--- src/rtl/core/arst_pkg.sv ---
// ----------------------------------------------------------------------------
// arst_pkg
// Shared types, codes and defaults of the address range segment table.
// ----------------------------------------------------------------------------
package arst_pkg;

	localparam int ADDR_BITS        = 48;
	localparam int SEGMENTS_DEF     = 32;
	localparam int PAGE_BYTES_DEF   = 4096;
	localparam int CFG_IDX_BITS     = 2;
	localparam int ATTR_BITS        = 7;
	localparam logic [ADDR_BITS-1:0] SPACE_START_RST = 48'h0000_0000_1000;
	localparam logic [ADDR_BITS-1:0] SPACE_END_RST   = 48'h8000_0000_0000;

	typedef enum logic [CFG_IDX_BITS-1:0] {
		CFG_SPACE_START = 2'd0,
		CFG_SPACE_END   = 2'd1
	} cfg_idx_t;

	typedef enum logic [1:0] {
		OP_MAP   = 2'd0,
		OP_UNMAP = 2'd1,
		OP_FAULT = 2'd2,
		OP_CHECK = 2'd3
	} op_t;

	typedef struct packed {
		op_t                  op;
		logic [ADDR_BITS-1:0] address;
		logic [ADDR_BITS-1:0] length;
		logic                 fixed_place;
		logic                 direct_map;
		logic [2:0]           protection;
		logic [1:0]           cache_mode;
		logic                 zero_fill;
		logic [ADDR_BITS-1:0] physical_base;
		logic                 not_present;
	} req_word_t;

	typedef struct packed {
		logic                 ok;
		logic                 table_full;
		logic [ADDR_BITS-1:0] result_address;
		logic                 hit_direct;
		logic [2:0]           hit_protection;
		logic [1:0]           hit_cache_mode;
		logic                 hit_zero_fill;
		logic [ADDR_BITS-1:0] physical_page;
	} rsp_word_t;

	typedef enum logic [1:0] {
		CUR_HOLD,
		CUR_ROUND,
		CUR_START,
		CUR_SEGEND
	} cur_cmd_t;

	typedef enum logic [2:0] {
		WR_NONE,
		WR_NEW,
		WR_HEAD,
		WR_TAILCUT,
		WR_SPLIT_TAIL,
		WR_DEL
	} wr_cmd_t;

	typedef enum logic [2:0] {
		RES_NONE,
		RES_MAP,
		RES_FULL,
		RES_OK,
		RES_FAULT
	} res_cmd_t;

	typedef struct packed {
		logic     load;
		logic     idx_clr;
		logic     idx_inc;
		logic     rd;
		logic     slot_set;
		logic     nohint_set;
		logic     end_set;
		logic     out_load;
		cur_cmd_t cur;
		wr_cmd_t  wr;
		res_cmd_t res;
	} dp_cmd_t;

	typedef struct packed {
		op_t  op;
		logic fixed;
		logic not_present;
		logic len_zero;
		logic len_unal;
		logic addr_unal;
		logic nohint;
		logic fits;
		logic in_rng;
		logic chk_bad;
		logic ovl;
		logic split;
		logic cut;
		logic cut_head;
		logic cut_tail;
		logic hold;
		logic free;
		logic last;
		logic done_chk;
		logic fix_miss;
	} dp_stat_t;

endpackage

--- src/rtl/core/arst_ctrl.sv ---
// ----------------------------------------------------------------------------
// arst_ctrl
// Sequencer: decodes a request word and walks the segment table.
// ----------------------------------------------------------------------------
module arst_ctrl #(
	parameter int SEGMENTS = arst_pkg::SEGMENTS_DEF
) (
	input  logic               clk,
	input  logic               arst_n,
	input  logic               req_valid,
	output logic               req_ready,
	output logic               rsp_valid,
	input  logic               rsp_ready,
	input  arst_pkg::dp_stat_t st,
	output arst_pkg::dp_cmd_t  cmd
);
	import arst_pkg::*;

	localparam int PW = $clog2(SEGMENTS + 2);
	localparam logic [PW-1:0] PASS_LIM = PW'(SEGMENTS + 1);

	typedef enum logic [3:0] {
		S_IDLE, S_DEC, S_FREE, S_MSTART, S_MPASS, S_MFIN,
		S_RD, S_EV, S_TAIL, S_CLOOP, S_RESP
	} state_t;

	typedef enum logic [1:0] {
		SC_MAP, SC_SPL, SC_CUT, SC_HOLD
	} mode_t;

	state_t        state_q, state_d;
	mode_t         mode_q, mode_d;
	logic [PW-1:0] pass_q;
	logic          pass_clr, pass_inc;
	logic          rsp_valid_q;

	assign req_ready = state_q == S_IDLE;
	assign rsp_valid = rsp_valid_q;

	always_comb begin
		cmd      = '0;
		state_d  = state_q;
		mode_d   = mode_q;
		pass_clr = 1'b0;
		pass_inc = 1'b0;
		case (state_q)
			S_IDLE: begin
				if (req_valid) begin
					cmd.load = 1'b1;
					state_d  = S_DEC;
				end
			end
			S_DEC: begin
				state_d = S_RESP;
				case (st.op)
					OP_MAP: begin
						if (!(st.len_zero || st.len_unal || (st.addr_unal && st.fixed))) begin
							cmd.nohint_set = 1'b1;
							cmd.cur        = CUR_ROUND;
							cmd.idx_clr    = 1'b1;
							state_d        = S_FREE;
						end
					end
					OP_UNMAP: begin
						if (st.len_zero) begin
							cmd.res = RES_OK;
						end else if (!(st.addr_unal || st.len_unal || !st.fits)) begin
							cmd.end_set = 1'b1;
							cmd.idx_clr = 1'b1;
							mode_d      = SC_SPL;
							state_d     = S_RD;
						end
					end
					OP_FAULT: begin
						if (st.not_present && st.in_rng) begin
							cmd.idx_clr = 1'b1;
							mode_d      = SC_HOLD;
							state_d     = S_RD;
						end
					end
					default: begin
						if (!st.chk_bad) begin
							cmd.end_set = 1'b1;
							pass_clr    = 1'b1;
							state_d     = S_CLOOP;
						end
					end
				endcase
			end
			S_FREE: begin
				if (st.free) begin
					cmd.slot_set = 1'b1;
					if (st.op == OP_MAP) begin
						state_d = S_MSTART;
					end else begin
						cmd.idx_clr = 1'b1;
						mode_d      = SC_CUT;
						state_d     = S_RD;
					end
				end else if (st.last) begin
					cmd.res = RES_FULL;
					state_d = S_RESP;
				end else begin
					cmd.idx_inc = 1'b1;
				end
			end
			S_MSTART: begin
				if (st.nohint || !st.fits) begin
					cmd.cur = CUR_START;
				end
				pass_clr = 1'b1;
				state_d  = S_MPASS;
			end
			S_MPASS: begin
				if (pass_q == PASS_LIM || !st.fits) begin
					state_d = S_RESP;
				end else begin
					cmd.idx_clr = 1'b1;
					mode_d      = SC_MAP;
					state_d     = S_RD;
				end
			end
			S_MFIN: begin
				if (!(st.fixed && st.fix_miss)) begin
					cmd.wr  = WR_NEW;
					cmd.res = RES_MAP;
				end
				state_d = S_RESP;
			end
			S_RD: begin
				cmd.rd  = 1'b1;
				state_d = S_EV;
			end
			S_EV: begin
				case (mode_q)
					SC_MAP: begin
						if (st.ovl) begin
							cmd.cur  = CUR_SEGEND;
							pass_inc = 1'b1;
							state_d  = S_MPASS;
						end else if (st.last) begin
							state_d = S_MFIN;
						end else begin
							cmd.idx_inc = 1'b1;
							state_d     = S_RD;
						end
					end
					SC_SPL: begin
						if (st.split) begin
							cmd.idx_clr = 1'b1;
							state_d     = S_FREE;
						end else if (st.last) begin
							cmd.idx_clr = 1'b1;
							mode_d      = SC_CUT;
							state_d     = S_RD;
						end else begin
							cmd.idx_inc = 1'b1;
							state_d     = S_RD;
						end
					end
					SC_CUT: begin
						if (st.cut && st.cut_head && st.cut_tail) begin
							cmd.wr  = WR_HEAD;
							state_d = S_TAIL;
						end else begin
							if (st.cut) begin
								cmd.wr = st.cut_head ? WR_HEAD : (st.cut_tail ? WR_TAILCUT : WR_DEL);
							end
							if (st.last) begin
								cmd.res = RES_OK;
								state_d = S_RESP;
							end else begin
								cmd.idx_inc = 1'b1;
								state_d     = S_RD;
							end
						end
					end
					default: begin
						if (st.hold) begin
							if (st.op == OP_FAULT) begin
								cmd.res = RES_FAULT;
								state_d = S_RESP;
							end else begin
								cmd.cur  = CUR_SEGEND;
								pass_inc = 1'b1;
								state_d  = S_CLOOP;
							end
						end else if (st.last) begin
							state_d = S_RESP;
						end else begin
							cmd.idx_inc = 1'b1;
							state_d     = S_RD;
						end
					end
				endcase
			end
			S_TAIL: begin
				cmd.wr = WR_SPLIT_TAIL;
				if (st.last) begin
					cmd.res = RES_OK;
					state_d = S_RESP;
				end else begin
					cmd.idx_inc = 1'b1;
					state_d     = S_RD;
				end
			end
			S_CLOOP: begin
				if (pass_q == PASS_LIM) begin
					state_d = S_RESP;
				end else if (st.done_chk) begin
					cmd.res = RES_OK;
					state_d = S_RESP;
				end else if (!st.in_rng) begin
					state_d = S_RESP;
				end else begin
					cmd.idx_clr = 1'b1;
					mode_d      = SC_HOLD;
					state_d     = S_RD;
				end
			end
			S_RESP: begin
				if (!rsp_valid_q || rsp_ready) begin
					cmd.out_load = 1'b1;
					state_d      = S_IDLE;
				end
			end
			default: state_d = S_IDLE;
		endcase
	end

	always_ff @(posedge clk or negedge arst_n) begin
		if (!arst_n) begin
			state_q     <= S_IDLE;
			mode_q      <= SC_MAP;
			pass_q      <= '0;
			rsp_valid_q <= 1'b0;
		end else begin
			state_q <= state_d;
			mode_q  <= mode_d;
			if (pass_clr) begin
				pass_q <= '0;
			end else if (pass_inc) begin
				pass_q <= pass_q + PW'(1);
			end
			if (cmd.out_load) begin
				rsp_valid_q <= 1'b1;
			end else if (rsp_ready) begin
				rsp_valid_q <= 1'b0;
			end
		end
	end

endmodule

--- config.mk ---
export PLATFORM = sky130hd
export DESIGN_NAME = arst_ctrl
export DESIGN_NICKNAME = d
export VERILOG_FILES = /design/src/rtl/core/arst_pkg.sv /design/src/rtl/core/arst_ctrl.sv
export SDC_FILE = /design/constraint.sdc
export NUM_CORES = 1
export LEC_CHECK = 0
export ABC_AREA = 0
export BUFFER_PORTS_ARGS = -buffer_cell sky130_fd_sc_hd__buf_2
export CORE_MARGIN = 10
export CORE_UTILIZATION = 50
export CTS_BUF_LIST = sky130_fd_sc_hd__clkbuf_4 sky130_fd_sc_hd__clkbuf_8 sky130_fd_sc_hd__clkbuf_16
export CTS_CLUSTER_DIAMETER = 200
export DETAILED_ROUTE_END_ITERATION = 10
export HOLD_SLACK_MARGIN = 0.12
export MAX_ROUTING_LAYER = met4
export PLACE_DENSITY = 0.84
export SYNTH_ARGS = -nofsm -noshare
export SYNTH_HDL_FRONTEND = slang
export SYNTH_SLANG_ARGS = --single-unit
--- constraint.sdc ---
create_clock -name clk -period 2.08 [get_ports clk]
set_input_delay 0.208 -clock clk [delete_from_list [all_inputs] [get_ports clk]]
set_output_delay 0.208 -clock clk [all_outputs]
set_load 0.05 [all_outputs]
==> impl_results.md <==
* Worst slew pin tran at 0.5152 ns
* Min cycle time layout at 2.225 ns
* Area grow syn2layout at 42.63%
* CTS tree: yes
* Final hold vios at 0
* CP Class: reg -> out
* Slew Limit Fails at 0
* CTS H-tree lvls at 1
* DRC viols at 0
* Filler instances at 211
* Row count at 19
* Ratio of cells with drive above 1 in the final layout at 0.3970
* Req. time, crit path at about 1.9 ns
* Met3 Wirelength at around 540 um
* Hold_sp: rsp_ready
* Unrepaired setup endpoints after global routing: yes
* Peak supply drop at 0.6158 mV
* Routed wl met2 at 2843 um
* Yosys warns at 0
* Leakage at 1.011 nW
* Cell Pwr Density at 1192 nW/um2
* Antenna Cells at 0
* Cell variety after synth at 53
* Vias in the first global route at about 1.8k
* Total power at 2.571 mW
* Worst setup path start: state_q[3]
* Number of CTS-inserted buffers at 3
* Chip Width at 74.98 um
* Post-route setup slack at -0.1452 ns
* Initial antenna violation count at 0
* Setup TNS at -0.3982 ns
* Leading area contributor after synthesis: dfrtp_1
* Routability cong. at between 0.9 and 1
* Failing checks: setup timing
* DP HPWL at 3779 um
* Core area at 2829 um2
* Clk slew on worst S/H paths at 0.09 ns
* Initial DRC Count at 225
* Crit end category: output pin
* Worst-Skew Late Latency at roughly 0.29 ns
* Register area share after synthesis at 0.2152
* Total grt overflow at 0
* Worst rel slew slack at 0.6565
* Post-synth EDFFs at 0
* DR pass1 iterations at 5
* Most used DFF post-synth: dfrtp_1
* Largest net degree at the start of global routing at 15
* Clock Path Buffers at 2
* First-pass GRT wire length at approximately 8000 um
* Clock skew at around 0.0013 ns
* IO Pins at 43
* Post-synthesis register bit count at 13
* Top cell type's share of synthesized area at 0.2152
* Die area at between 5000 and 6000 um2
* HP Class: in -> reg
* Ranking of synthesized cells by area: dfrtp_1 (22%), ha_1 (5.0%), nor2_1 (4.5%)
* Mapped Area at 1511 um2
* Final worst path period share at 1.070
* Post-Layout Cell Count at 298
* Top layer in use: met4
* Achievable Freq at 449.4 MHz
* Syn_nets at 230
* CTS Sinks at 13
* Number of nets in the final layout at between 200 and 300
* Starting density of the core at 0.5343
* Via density at 6.530
* Total wire length at 5911 um
* Die Y at 74.98 um
* Hold slack at roughly 0.22 ns
* Worst setup SP type: flip-flop
* Most frequent cell after synthesis: nor2_1
* Synth Area per Inst at 7.595 um2
* WL met1 at 2245 um
* Setup Slack @ Placement at 0.01887 ns
* Outcome: finished, violations left
* Input/output buffers at 42
* Maxcap violations at 0
* Inst Count DP at around 280
* Ys async rst share at 1.000
* Global Route Usage Sum at 0.1881
* Worst EP arrival at 2.02 ns
* Post-synth top cells: nor2_1 (18), nand2_1 (16), inv_1 (15)
* Via count at 1946
* Final ANT Viol Nets at 0
* Max FO, Critical Path at 4
* CTS Root Cell: clkbuf_4
* Synth Instances at approximately 200
* Post-DR wirelength/cell at 19.84 um
* Setup Viol. Count Final at 6
* Reg2Reg Launch Point: state_q[3]
==> timing repair <==
item,in CTS,in global routing
endpoints found under the setup margin,10,12
hold endpoints to repair,13,0
resized for setup,21,21
pin swaps,6,11
hold buffers,1,0
setup buffers,11,6
==> cell type report <==
class / count / area [um2] / share of cell area
inverter: 15 / 56.30 / 0.02612
clock buffer: 4 / 30.03 / 0.01393
tap: 31 / 38.79 / 0.01799
timing repair buffer: 76 / 535.5 / 0.2484
multi-input combinational: 159 / 1165 / 0.5403
sequential: 13 / 330.3 / 0.1532
==> state kept, by name, indices dropped and copies added, names as in the netlist <==
| name | flops |
|---|---|
| pass_q | 6 |
| state_q | 4 |
| mode_q | 2 |
| rsp_valid | 1 |
==> stage by stage <==
stage | area [um2] | util
floorplan | 1549 | -
global placement | 1852 | 0.6546
detailed placement | 1852 | 0.6546
CTS | 2049 | 0.7245
global route | 2156 | 0.7621
finish | 2156 | 0.7621
==> cell usage in the layout (no fill, tap or decap), types with 2 or more instances in the layout <==
master / count
a211oi_1: 6
a21oi_1: 10
a22oi_1: 2
a31oi_1: 2
and2_1: 2
and3_1: 2
buf_2: 33
buf_4: 32
buf_6: 8
buf_8: 2
clkbuf_4: 4
dfrtp_1: 9
dfrtp_2: 4
ha_1: 6
inv_1: 15
nand2_1: 15
nand2b_1: 7
nand2b_4: 2
nand3_1: 8
nand4_1: 2
nand4b_1: 2
nor2_1: 18
nor2b_1: 5
nor3_1: 4
nor3_2: 3
nor4_1: 2
nor4b_4: 2
o2111ai_1: 3
o211ai_1: 5
o21a_1: 2
o21ai_0: 10
o21ai_2: 2
o22ai_1: 2
xor2_1: 5
==> worst max-delay path, cell delays in order (launching register included) <==
cell and delay, ns:
dfrtp_1 0.43, buf_6 0.16, buf_4 0.15, nor2_1 0.16
nand2_1 0.15, a211oi_1 0.25, nor2_1 0.10, o211ai_1 0.10
buf_4 0.22
==> final timing paths <==
kind / to / slack (ns) / cells after the start
worst max-delay path: cmd[14] / -0.15 / 8
worst min-delay path: rsp_valid / 0.22 / 3
worst max register to register: mode_q[0] / 0.06 / 7
worst min register to register: pass_q[5] / 0.59 / 2
max in group asynchronous: state_q[1] / 1.49 / 2
min in group asynchronous: rsp_valid / 0.33 / 2
==> per-layer routing <==
layer,track usage,vias up
li1,-,867
met1,0.2215,894
met2,0.3114,144
met3,0.03811,41
met4,0.06303,0
met5,-,-
==> cells by family (layout without fill, tap and decap cells) <==
family	Yosys count	after routing	synth area share
and+or+nand+nor	90	90	0.3460
AOI/OAI and AO/OA	56	56	0.2558
buffers and inverters	27	95	0.09105
DFF	13	13	0.2152
adders and majority gates	6	6	0.04967
xor gates and xnor gates	6	6	0.03477
muxes	1	1	0.007450
==> report_power, final <==
| part | internal (mW) | leakage, nW | switching, mW |
|---|---|---|---|
| registers | 0.334 | 0.167 | 0.101 |
| logic | 0.818 | 0.826 | 1.13 |
| clock network | 0.0878 | 0.0184 | 0.0968 |
Note: power is estimated with default switching activity, not from simulation.
